[src/design/imurp_pkg.sv]
// Shared types, constants and helper functions for the roll/pitch filter.
package imurp_pkg;

  localparam int ANGLE_LIMIT = 11796480;
  localparam int ACC_LIMIT   = 89;

  localparam logic [1:0] CFG_GYRO_GAIN = 2'd0;
  localparam logic [1:0] CFG_STEP_TIME = 2'd1;
  localparam logic [1:0] CFG_BLEND     = 2'd2;

  typedef enum logic [3:0] {
    ST_IDLE, ST_SQ0, ST_SQ1, ST_SQ2, ST_ANG, ST_WAIT, ST_RATE, ST_RATE2,
    ST_INT, ST_BW, ST_BA, ST_BS, ST_DONE
  } state_t;

  typedef enum logic [2:0] {
    AU_IDLE, AU_SQRT, AU_CHECK, AU_CORDIC, AU_FIN, AU_DONE
  } au_state_t;

  typedef struct packed {
    logic               start;
    logic signed [16:0] num;
    logic [31:0]        sq;
  } au_req_t;

  typedef struct packed {
    logic              done;
    logic signed [7:0] deg;
  } au_rsp_t;

  // Arctangent of 2^-i in Q16 degrees.
  function automatic logic [21:0] atan_entry(input logic [4:0] i);
    logic [21:0] v;
    case (i)
      5'd0:  v = 22'd2949080;
      5'd1:  v = 22'd1740944;
      5'd2:  v = 22'd919867;
      5'd3:  v = 22'd466939;
      5'd4:  v = 22'd234375;
      5'd5:  v = 22'd117302;
      5'd6:  v = 22'd58665;
      5'd7:  v = 22'd29334;
      5'd8:  v = 22'd14667;
      5'd9:  v = 22'd7334;
      5'd10: v = 22'd3667;
      5'd11: v = 22'd1833;
      5'd12: v = 22'd917;
      5'd13: v = 22'd458;
      5'd14: v = 22'd229;
      5'd15: v = 22'd115;
      5'd16: v = 22'd57;
      5'd17: v = 22'd29;
      5'd18: v = 22'd14;
      5'd19: v = 22'd7;
      5'd20: v = 22'd4;
      5'd21: v = 22'd2;
      5'd22: v = 22'd1;
      default: v = 22'd0;
    endcase
    return v;
  endfunction

  // Saturate a wide Q16 angle to +-180 degrees.
  function automatic logic signed [24:0] sat_angle(input logic signed [47:0] v);
    logic signed [24:0] r;
    if (v > 48'sd11796480) begin
      r = 25'sd11796480;
    end else if (v < -48'sd11796480) begin
      r = -25'sd11796480;
    end else begin
      r = v[24:0];
    end
    return r;
  endfunction

endpackage

[src/design/imu_roll_pitch_complementary_filter_core.sv]
// Top level of the roll/pitch complementary filter with its sequencer and shared multiplier.
//
// One raw IMU sample enters per transfer on the in_ channel; one result with the
// filtered roll and pitch angles (signed Q8.16 degrees) leaves per transfer on the
// out_ channel. Each axis first gets its accelerometer tilt angle: the two squares
// come from the shared multiplier, followed by a bit-serial square root and a
// vectoring CORDIC of CORDIC_ITERATIONS iterations. Then the gyro rate, the
// integration and the two blend products pass through the same 18 x 26 multiplier.
// An axis whose numerator or root is zero skips the CORDIC. The block takes a new
// sample only when it is idle; a finished result waits in the output register while
// the receiver stalls, and the block then waits with it before releasing the next
// sample.
// The cfg_ channel writes gyro_gain (0), step_time (1) and blend_weight (2); it is
// always ready and should be used only while the block is idle. Other indexes are
// ignored. Reset clears both angles to zero and loads the default register values.
module imu_roll_pitch_complementary_filter_core #(
  parameter int CORDIC_ITERATIONS = 16
) (
  input  logic        clk,
  input  logic        rst_n,
  input  logic        in_tvalid,
  output logic        in_tready,
  input  logic [79:0] in_tdata,   // accel_x, accel_y, accel_z, gyro_x, gyro_y
  output logic        out_tvalid,
  input  logic        out_tready,
  output logic [55:0] out_tdata,  // roll_out, pitch_out, zero fill
  input  logic        cfg_valid,
  output logic        cfg_ready,
  input  logic [1:0]  cfg_index,
  input  logic [16:0] cfg_data
);
  import imurp_pkg::*;

  state_t             st_r, st_nxt;
  logic               axis_r;
  logic signed [15:0] ax_r, ay_r, az_r, gx_r, gy_r;
  logic [15:0]        gain_r, step_r;
  logic [16:0]        blend_r;
  logic signed [24:0] roll_r, pitch_r, angle_tmp_r;
  logic signed [7:0]  acc_r;
  logic [31:0]        sq_r;
  logic signed [47:0] sum_r;
  logic signed [43:0] prod_r;
  logic               out_valid_r;
  logic signed [24:0] out_roll_r, out_pitch_r;

  logic signed [17:0] mul_a;
  logic signed [25:0] mul_b;
  logic signed [15:0] b_sel, g_sel;
  logic signed [24:0] cur_angle;
  logic [16:0]        w_sat, w_comp;
  logic signed [16:0] rate_c;
  logic signed [47:0] int_sum, blend_sum;
  au_req_t            au_req;
  au_rsp_t            au_rsp;

  assign in_tready  = (st_r == ST_IDLE);
  assign cfg_ready  = 1'b1;
  assign out_tvalid = out_valid_r;
  assign out_tdata  = {6'd0, out_pitch_r, out_roll_r};

  // The root's second term is ax for roll and ay for pitch.
  assign b_sel     = axis_r ? ay_r : ax_r;
  assign g_sel     = axis_r ? gy_r : gx_r;
  assign cur_angle = axis_r ? pitch_r : roll_r;
  assign w_sat     = (blend_r > 17'd65536) ? 17'd65536 : blend_r;
  assign w_comp    = 17'd65536 - w_sat;
  // Gyro rate, truncated toward zero to whole degrees per second.
  assign rate_c    = prod_r[32:16] + {16'd0, (prod_r[43] && (|prod_r[15:0]))};
  assign int_sum   = 48'(cur_angle) + 48'(prod_r);
  // The blend rounds toward minus infinity, which the arithmetic shift gives.
  assign blend_sum = sum_r + (48'(prod_r) <<< 16);

  assign au_req.start = (st_r == ST_ANG);
  assign au_req.num   = axis_r ? -17'(ax_r) : 17'(ay_r);
  assign au_req.sq    = sq_r;

  imurp_angle_unit #(
    .CORDIC_ITERATIONS(CORDIC_ITERATIONS)
  ) u_angle (
    .clk  (clk),
    .rst_n(rst_n),
    .req  (au_req),
    .rsp  (au_rsp)
  );

  // Operand selection for the shared multiplier.
  always_comb begin
    mul_a = 18'sd0;
    mul_b = 26'sd0;
    unique case (st_r)
      ST_SQ0: begin
        mul_a = 18'(az_r);
        mul_b = 26'(az_r);
      end
      ST_SQ1: begin
        mul_a = 18'(b_sel);
        mul_b = 26'(b_sel);
      end
      ST_RATE: begin
        mul_a = {2'b00, gain_r};
        mul_b = 26'(g_sel);
      end
      ST_RATE2: begin
        mul_a = {2'b00, step_r};
        mul_b = 26'(rate_c);
      end
      ST_BW: begin
        mul_a = {1'b0, w_sat};
        mul_b = 26'(angle_tmp_r);
      end
      ST_BA: begin
        mul_a = {1'b0, w_comp};
        mul_b = 26'(acc_r);
      end
      default: begin
      end
    endcase
  end

  always_comb begin
    st_nxt = st_r;
    unique case (st_r)
      ST_IDLE:  if (in_tvalid) st_nxt = ST_SQ0;
      ST_SQ0:   st_nxt = ST_SQ1;
      ST_SQ1:   st_nxt = ST_SQ2;
      ST_SQ2:   st_nxt = ST_ANG;
      ST_ANG:   st_nxt = ST_WAIT;
      ST_WAIT:  if (au_rsp.done) st_nxt = ST_RATE;
      ST_RATE:  st_nxt = ST_RATE2;
      ST_RATE2: st_nxt = ST_INT;
      ST_INT:   st_nxt = ST_BW;
      ST_BW:    st_nxt = ST_BA;
      ST_BA:    st_nxt = ST_BS;
      ST_BS:    st_nxt = axis_r ? ST_DONE : ST_SQ0;
      ST_DONE:  if (!out_valid_r || out_tready) st_nxt = ST_IDLE;
      default:  st_nxt = ST_IDLE;
    endcase
  end

  always_ff @(posedge clk) begin
    prod_r <= mul_a * mul_b;
    if (!rst_n) begin
      st_r        <= ST_IDLE;
      out_valid_r <= 1'b0;
      roll_r      <= 25'sd0;
      pitch_r     <= 25'sd0;
      gain_r      <= 16'd500;
      step_r      <= 16'd197;
      blend_r     <= 17'd64225;
    end else begin
      st_r <= st_nxt;
      if (cfg_valid && cfg_ready) begin
        unique case (cfg_index)
          CFG_GYRO_GAIN: gain_r  <= cfg_data[15:0];
          CFG_STEP_TIME: step_r  <= cfg_data[15:0];
          CFG_BLEND:     blend_r <= cfg_data;
          default: begin
          end
        endcase
      end
      // In the done state the new result takes the register in the same cycle.
      if (out_valid_r && out_tready && (st_r != ST_DONE)) begin
        out_valid_r <= 1'b0;
      end
      case (st_r)
        ST_IDLE: begin
          axis_r <= 1'b0;
          ax_r   <= in_tdata[15:0];
          ay_r   <= in_tdata[31:16];
          az_r   <= in_tdata[47:32];
          gx_r   <= in_tdata[63:48];
          gy_r   <= in_tdata[79:64];
        end
        ST_SQ1:  sq_r <= prod_r[31:0];
        ST_SQ2:  sq_r <= sq_r + prod_r[31:0];
        ST_WAIT: if (au_rsp.done) acc_r <= au_rsp.deg;
        ST_INT:  angle_tmp_r <= sat_angle(int_sum);
        ST_BA:   sum_r <= 48'(prod_r);
        ST_BS: begin
          if (axis_r) begin
            pitch_r <= sat_angle(blend_sum >>> 16);
          end else begin
            roll_r <= sat_angle(blend_sum >>> 16);
          end
          axis_r <= ~axis_r;
        end
        ST_DONE: begin
          if (!out_valid_r || out_tready) begin
            out_valid_r <= 1'b1;
            out_roll_r  <= roll_r;
            out_pitch_r <= pitch_r;
          end
        end
        default: begin
        end
      endcase
    end
  end

  // The stored angles never leave the +-180 degree range.
  a_roll_range: assert property (@(posedge clk) disable iff (!rst_n)
    (roll_r <= 25'sd11796480) && (roll_r >= -25'sd11796480))
    else $error("roll angle out of range");

  a_pitch_range: assert property (@(posedge clk) disable iff (!rst_n)
    (pitch_r <= 25'sd11796480) && (pitch_r >= -25'sd11796480))
    else $error("pitch angle out of range");

  // The tilt angle from the angle unit is clamped to +-89 degrees.
  a_acc_range: assert property (@(posedge clk) disable iff (!rst_n)
    (st_r == ST_RATE) |-> ((acc_r <= 8'sd89) && (acc_r >= -8'sd89)))
    else $error("accel angle out of range");

  // A sample transfer starts the sequence and closes the input.
  a_busy_after_accept: assert property (@(posedge clk) disable iff (!rst_n)
    (in_tvalid && in_tready) |=> !in_tready)
    else $error("input still ready after a transfer");

endmodule

[src/design/imurp_angle_unit.sv]
// Accelerometer tilt angle: bit-serial square root followed by a vectoring CORDIC.
module imurp_angle_unit #(
  parameter int CORDIC_ITERATIONS = 16
) (
  input  logic              clk,
  input  logic              rst_n,
  input  imurp_pkg::au_req_t req,
  output imurp_pkg::au_rsp_t rsp
);
  import imurp_pkg::*;

  localparam logic [4:0] ITER_LAST = 5'(CORDIC_ITERATIONS - 1);
  localparam logic [4:0] SQRT_LAST = 5'd23;

  au_state_t          st_r, st_nxt;
  logic [4:0]         cnt_r;
  logic [47:0]        rad_r;
  logic [26:0]        rem_r;
  logic [23:0]        root_r;
  logic signed [16:0] num_r;
  logic signed [35:0] x_r, y_r;
  logic signed [24:0] z_r;
  logic signed [7:0]  deg_r;

  logic [26:0]        rem_sh, trial;
  logic               ge;
  logic signed [35:0] xs, ys;
  logic signed [24:0] tab;
  logic signed [8:0]  zint;

  assign rem_sh = {rem_r[24:0], rad_r[47:46]};
  assign trial  = {1'b0, root_r, 2'b01};
  assign ge     = (rem_sh >= trial);
  assign xs     = x_r >>> cnt_r;
  assign ys     = y_r >>> cnt_r;
  assign tab    = {3'b000, atan_entry(cnt_r)};
  // Truncate the Q16 angle toward zero.
  assign zint   = z_r[24:16] + {8'd0, (z_r[24] && (|z_r[15:0]))};

  always_comb begin
    st_nxt = st_r;
    unique case (st_r)
      AU_IDLE:   if (req.start) st_nxt = AU_SQRT;
      AU_SQRT:   if (cnt_r == SQRT_LAST) st_nxt = AU_CHECK;
      AU_CHECK:  st_nxt = ((num_r == 17'sd0) || (root_r == 24'd0)) ? AU_DONE : AU_CORDIC;
      AU_CORDIC: if (cnt_r == ITER_LAST) st_nxt = AU_FIN;
      AU_FIN:    st_nxt = AU_DONE;
      AU_DONE:   st_nxt = AU_IDLE;
      default:   st_nxt = AU_IDLE;
    endcase
  end

  always_comb begin
    rsp.done = (st_r == AU_DONE);
    rsp.deg  = deg_r;
  end

  always_ff @(posedge clk) begin
    if (!rst_n) begin
      st_r <= AU_IDLE;
    end else begin
      st_r <= st_nxt;
    end
    case (st_r)
      AU_IDLE: begin
        cnt_r  <= 5'd0;
        rad_r  <= {req.sq, 16'd0};
        rem_r  <= 27'd0;
        root_r <= 24'd0;
        num_r  <= req.num;
      end
      AU_SQRT: begin
        rad_r  <= {rad_r[45:0], 2'b00};
        rem_r  <= ge ? (rem_sh - trial) : rem_sh;
        root_r <= {root_r[22:0], ge};
        cnt_r  <= cnt_r + 5'd1;
      end
      AU_CHECK: begin
        cnt_r <= 5'd0;
        x_r   <= {4'd0, root_r, 8'd0};
        y_r   <= {{3{num_r[16]}}, num_r, 16'd0};
        z_r   <= 25'sd0;
        if (num_r == 17'sd0) begin
          deg_r <= 8'sd0;
        end else begin
          deg_r <= num_r[16] ? -8'sd89 : 8'sd89;
        end
      end
      AU_CORDIC: begin
        if (!y_r[35]) begin
          x_r <= x_r + ys;
          y_r <= y_r - xs;
          z_r <= z_r + tab;
        end else begin
          x_r <= x_r - ys;
          y_r <= y_r + xs;
          z_r <= z_r - tab;
        end
        cnt_r <= cnt_r + 5'd1;
      end
      AU_FIN: begin
        if (zint > 9'sd89) begin
          deg_r <= 8'sd89;
        end else if (zint < -9'sd89) begin
          deg_r <= -8'sd89;
        end else begin
          deg_r <= zint[7:0];
        end
      end
      default: begin
      end
    endcase
  end

endmodule
[config.mk]
export PLATFORM = sky130hd
export DESIGN_NAME = imu_roll_pitch_complementary_filter_core
export DESIGN_NICKNAME = d
export VERILOG_FILES = /design/src/design/imurp_pkg.sv /design/src/design/imu_roll_pitch_complementary_filter_core.sv /design/src/design/imurp_angle_unit.sv
export SDC_FILE = /design/constraint.sdc
export NUM_CORES = 2
export LEC_CHECK = 0
export ABC_AREA = 1
export BUFFER_PORTS_ARGS = -buffer_cell sky130_fd_sc_hd__buf_4
export CAP_MARGIN = 5
export CORE_MARGIN = 4
export CORE_UTILIZATION = 60
export CTS_CLUSTER_SIZE = 12
export DETAILED_ROUTE_END_ITERATION = 10
export GPL_TIMING_DRIVEN = 1
export PLACE_DENSITY = 0.86
export REMOVE_ABC_BUFFERS = 1
export SLEW_MARGIN = 20
export SYNTH_ARGS = -nofsm -noshare
export SYNTH_HDL_FRONTEND = slang
export SYNTH_HIERARCHICAL = 1
export SYNTH_SLANG_ARGS = --single-unit
[constraint.sdc]
create_clock -name clk -period 19.5 [get_ports clk]
set_clock_uncertainty 0.15 [all_clocks]
set_input_delay 1.95 -clock clk [delete_from_list [all_inputs] [get_ports clk]]
set_output_delay 1.95 -clock clk [all_outputs]
set_load 0.005 [all_outputs]
; Word level (Yosys, flattened, before mapping)
; Memories as Yosys holds them, arrays and structs flattened. A register that Yosys moved wholly into a read port is not among the register bits.
; Index checks and enable logic that the tools add are counted.
[word_totals]
regBits = 615
output_inout_bits = 59
mem_count = 1
input_bits = 104
mem_bits_ro = 704
word_cells = 166
[op_classes]
bitwise_logic = 1
n_mux = 42
add_sub_neg = 15
n_mul = 1
reduce_logical = 37
n_lt_le_gt_ge = 8
eq_ne = 28
shifts = 2
[mem_list]
columns = memory, depth, word_bits, rd, rd_clocked_by_memory_dff, write_ports, line_no
row1 = (no name shown), 32, 22, 1, 1, 0, imurp_pkg.sv:34  ; case (i)
[ops]
columns = op, count
row1 = 26-bit one-hot mux with 6 select lines, 1
row2 = 25-bit two-way mux, 6
row3 = 36-bit one-hot mux with 2 select lines, 2
row4 = 18-bit one-hot mux with 6 select lines, 1
row5 = 25-bit one-hot mux with 2 select lines, 2
row6 = 48-bit one-hot mux with 2 select lines, 1
row7 = 36-bit adder, 2
row8 = 36-bit two-way mux, 2
row9 = 36-bit by 5-bit >>> shifter with 36-bit output, 2
row10 = 36-bit subtractor, 2
row11 = 32-bit one-hot mux with 2 select lines, 1
row12 = 4-bit one-hot mux with 13 select lines, 1
row13 = 44-bit by 48-bit adder with 48-bit output, 1
row14 = 24-bit one-hot mux with 2 select lines, 1
row15 = 25-bit by 44-bit adder with 45-bit output, 1
row16 = "45-bit by 25-bit > comparator with 1-bit output, second input constant", 1
row17 = "45-bit by 25-bit less-than comparator with 1-bit output, second input constant", 1
row18 = 18-bit by 26-bit multiplier with 44-bit output, 1
row19 = 17-bit two-way mux, 2
row20 = 32-bit adder, 1
row21 = "32-bit by 25-bit > comparator with 1-bit output, second input constant", 1
row22 = "32-bit by 25-bit less-than comparator with 1-bit output, second input constant", 1
row23 = 16-bit two-way mux, 2
row24 = 8-bit two-way mux, 4
row25 = other kinds (48), 94

; Longest topological paths before layout
[depth]
word_depth = 7
depth_mapped = 44
depth_no_buf = 43

; By module
; The synthesis kept the hierarchy.
[modules_own_cells]
columns = mod, instances, cells_each, area_per_inst_um2, seq_area_each_um2
row1 = imu_roll_pitch_complementary_filter_core, 1, 5256, 40271.1, 9689.3
row2 = imurp_angle_unit, 1, 3281, 22400.2, 6746.5

; Least setup slack after synthesis
; No wires, ideal clock.
[synth_path]
kind = reg-to-reg
start = register prod_r[1]
end = register prod_r[41]
stages_incl_launch_ff = 39
arrival_time_ps = 7807
synth_period_minus_slack_ps = 8084
path_buffers = 2
path_slack_ps = 11416
required_time_ps = 19223
setup_time_ps = 127
cell_sequence = dfxtp_1 nor4_1 a41oi_1 ha_1 ha_1 nand2_1 nor2_1 nand2_1 nor2_2 nand2_1 nor2_2 nand2_1 nor3_2 or2_2 a31o_1 buf_6 a21oi_1 buf_4 [3 not listed] fa_1 inv_1 fa_1 fa_1 fa_1 inv_1 fa_1 inv_1 ha_1 a21oi_1 inv_1 a31oi_1 o21ai_0 a21oi_1 o21ai_0 a21oi_1 o21ai_0 xor2_1
[synth_via]
elab_chain_cells = 5
[synth_rtl]
columns = item, line_no
row1 = start: declaration, imu_roll_pitch_complementary_filter_core.sv:43  ; logic signed [43:0] prod_r;
row2 = start signal: assignment, imu_roll_pitch_complementary_filter_core.sv:142  ; prod_r <= mul_a * mul_b;
row3 = 16-bit OR reduction, imu_roll_pitch_complementary_filter_core.sv:69  ; assign rate_c = prod_r[32:16] + {16'd0, (prod_r[43] && (|prod_r[15:0]))};
row4 = 1-bit logical AND, imu_roll_pitch_complementary_filter_core.sv:69
row5 = 17-bit by 1-bit adder with 17-bit output, imu_roll_pitch_complementary_filter_core.sv:69
row6 = 26-bit one-hot mux with 6 select lines, imu_roll_pitch_complementary_filter_core.sv:91  ; unique case (st_r)
row7 = 18-bit by 26-bit multiplier with 44-bit output, imu_roll_pitch_complementary_filter_core.sv:142
; Every way passes these cells.
; A chain may end at the register's enable or synchronous reset.

; Worst setup path in the final report
[layout_path]
start = register prod_r[1]
end = register prod_r[43]
; The elaborated chain is that of the path after synthesis.

==> qor.csv <==
metric;value;unit
largest family of logic cells by synthesized area;simple AND/OR/NAND/NOR gates;
Max Cap Viol;0;
FF+latch area;0.0164;mm^2
part of the Yosys area used for sequential elements;26.2;%
Die Span Y;331;um
CTS tree;yes;
area share of fa/ha/maj cells after synthesis;21.5;%
Worst Setup Start Kind;flop;
Max IR drop VDD;0.000114;V
CP arrival;10.52;ns
largest net degree at the start of global routing;93;
simple-gate share of the synthesized area;27.4;%
WHS;0.275;ns
asr flop ratio synth;0;%
critical path class;flop to flop;
Top FF cell, synth;edfxtp_1;
EDFF count, synth;432;
CP top delay family;adder cells;
clk_lat worst skew;0.66;ns
postcts setup bufs;0;
initial antenna violation count;4;
Final Critical Period;10.12;ns
die width;331;um
Worst-Margin Slew;1.12;ns
LEAKAGE;32.5;nW
WL final;209000;um
worst r2r src;prod_r[1]$_DFF_P_;
initial core utilization;60.5;%
CTS max path bufs;3;
status;finished, final reports clean;
setup repair after global routing missed its margin;no;
hpwl dp;166000;um
H-tree levels;3;
Post-CTS Resized;0;
Setup WS post-layout;9.38;ns
vias in the first global route;57100;
Worst Path Buf+Inv;8;
core region area;0.104;mm^2
Final setup violation count;0;
Place WS;9.57;ns
drt initial violations;6928;
Fillers;9007;
number of antenna-violating nets in the routed design;0;
Initial DRT Pass Iterations;7;
Total Neg Setup Slack;0;ns
synthesized netlist cell count;8537;
root buf cell;clkbuf_16;
io pins;163;
Worst Setup End Kind;flop;
final core occ;65.0;%
WL/cell;20.9;um
clock slew at reported path FFs;0.06;ns
Final Hold Vio Count;0;
layout cells sized above 1;7.30;%
min-delay src;u_angle/deg_r[6]$_DFFE_PP_;
peak fanout along the critical path;11;
Tot Pwr;7.27;mW
Synth warnings;6;
xor and xnor area share after synthesis;2.95;%
crit path max-delay cell type;a21oi_1;
mux cell area share after synthesis;0;%
flops & latches, synth;605;
Synth Area in Compound Gates;11.6;%
Worst EP required;19.90;ns
clk sinks;605;
P&R area growth vs syn;7.48;%
Vias per Instance;5.92;
Worst Setup SP;prod_r[1]$_DFF_P_;
# DRC;0;
DIE AREA;0.110;mm^2
max incr delay on CP;0.67;ns
final max-slew violation count;0;
Final Net Count;9490;
final period utilization;51.9;%
Rows;118;
syn avg cell area;7.34;um^2
PortBufs;155;
GRT Total Usage;37.6;%
first-pass GRT wire length;319000;um
Hold Crit Class;flop to flop;
GPL Wtd Cong;1.05;
PD cells;108;mW/mm^2
Synth cell types;75;
fmax;98.8;MHz
Synth Cell Area;0.0627;mm^2
hold buffers post-CTS;0;
GRT overflow;0;
CTS buffer count;71;
routed vias;59400;
area of the multi-input gates;0.0399;mm^2
Rel. slew slack;24.9;%
[synth_stat cells (24+ instances only)]
| master | number | area share (%) |
|---|---|---|
| o21ai_1 | 28 | 0.22 |
| buf_2 | 83 | 0.66 |
| clkbuf_1 | 121 | 0.72 |
| inv_2 | 34 | 0.20 |
| inv_1 | 1331 | 8.0 |
| nor2_1 | 682 | 4.1 |
| a21oi_2 | 24 | 0.34 |
| or2_2 | 29 | 0.29 |
| a21o_1 | 26 | 0.31 |
| a31oi_1 | 52 | 0.52 |
| o21a_1 | 28 | 0.34 |
| nand2_1 | 2281 | 14 |
| nand2_2 | 58 | 0.58 |
| nor2_2 | 42 | 0.42 |
| nor4_1 | 32 | 0.32 |
| nand3_1 | 646 | 5.2 |
| fa_1 | 452 | 14 |
| o21ai_0 | 389 | 3.1 |
| xnor2_1 | 99 | 1.4 |
| dfxtp_1 | 173 | 5.5 |
| edfxtp_1 | 432 | 21 |
| a21oi_1 | 541 | 4.3 |
| ha_1 | 353 | 7.0 |
| nand4_1 | 74 | 0.74 |
| nor3_1 | 53 | 0.42 |
| xor2_1 | 112 | 1.6 |
[cell type report]
class / count / share of cell area, %
multi-input combinational: 6310 / 59.2
sequential: 605 / 24.4
inverter: 1375 / 7.67
clock buffer: 92 / 2.86
tap: 1380 / 2.56
timing repair buffer: 218 / 2.43
clock inverter: 39 / 0.830
antenna: 6 / 0.0223
[power breakdown]
| part | internal, mW | total, mW | switching [mW] |
|---|---|---|---|
| combinational | 1.34 | 4.09 | 2.75 |
| sequential | 1.56 | 1.74 | 0.181 |
| clock | 0.843 | 1.43 | 0.589 |
| total | 3.74 | 7.27 | 3.52 |
[flip-flops by register name, summed over array words and instances, names as in the netlist, 17 cells and up]
register and cells:
sum_r 28, u_angle/root_r 24, out_roll_r 25, u_angle/y_r 36, u_angle/x_r 36, out_pitch_r 25
u_angle/rem_r 25, sq_r 32, u_angle/rad_r 32, blend_r 17, prod_r 44, u_angle/tab 22
pitch_r 25, roll_r 25, u_angle/num_r 17, angle_tmp_r 25, u_angle/z_r 25
[metal layers]
metal	vias to the layer above	global-route usage, %	part of all wire, %
met2	3351	61.9	46
met1	27700	45.7	37
li1	27600	-	-
met3	751	6.91	9.1
met4	2	23.8	7.7
met5	-	0	0.0033
[per-stage QoR]
step	cell area [um^2]	cells
global placement	64900	9888
floorplan	61400	8290
detailed placement	64900	9888
finish	67400	10000
global route	67300	10000
CTS	67300	10000
[worst register-to-register path, delay by kind of cell, from the launching register on]
| kind | cells | cell delay [ns] |
|---|---|---|
| XOR/XNOR | 1 | 0.15 |
| buffers and inverters | 8 | 1.08 |
| AND/OR/NAND/NOR | 15 | 1.97 |
| adder cells (fa/ha/maj) | 9 | 4.08 |
| flip-flops | 1 | 0.53 |
| AO/OA/AOI/OAI | 6 | 2.07 |
[cell families after synthesis]
| group | after synthesis |
|---|---|
| AO/OA/AOI/OAI | 1266 |
| other | 2 |
| XOR/XNOR | 211 |
| AND/OR/NAND/NOR | 4012 |
| adder cells (fa/ha/maj) | 805 |
| buffers and inverters | 1636 |
| flip-flops | 605 |
[worst paths after layout]
check	slack, ns	end	cells after the start
max reg2reg	9.38	prod_r[43]$_DFF_P_	39
max	9.38	prod_r[43]$_DFF_P_	39
min	0.28	acc_r[6]$_DFFE_PP_	0
min reg2reg	0.28	acc_r[6]$_DFFE_PP_	0
[cells in the final DEF (no fill, tap or decap), types with 47 or more instances in the layout]
cell | synthesis | final
nand2_1 | 2281 | 2280
inv_1 | 1331 | 1328
nor2_1 | 682 | 669
nand3_1 | 646 | 646
a21oi_1 | 541 | 540
fa_1 | 452 | 452
edfxtp_1 | 432 | 432
o21ai_0 | 389 | 388
ha_1 | 353 | 353
buf_4 | 23 | 218
dfxtp_1 | 173 | 173
xor2_1 | 112 | 112
xnor2_1 | 99 | 99
nand4_1 | 74 | 74
clkbuf_16 | 0 | 73
nand2_2 | 58 | 59
a31oi_1 | 52 | 52
nor3_1 | 53 | 49
nor2_2 | 42 | 47
(Power assumes the default switching activity.)
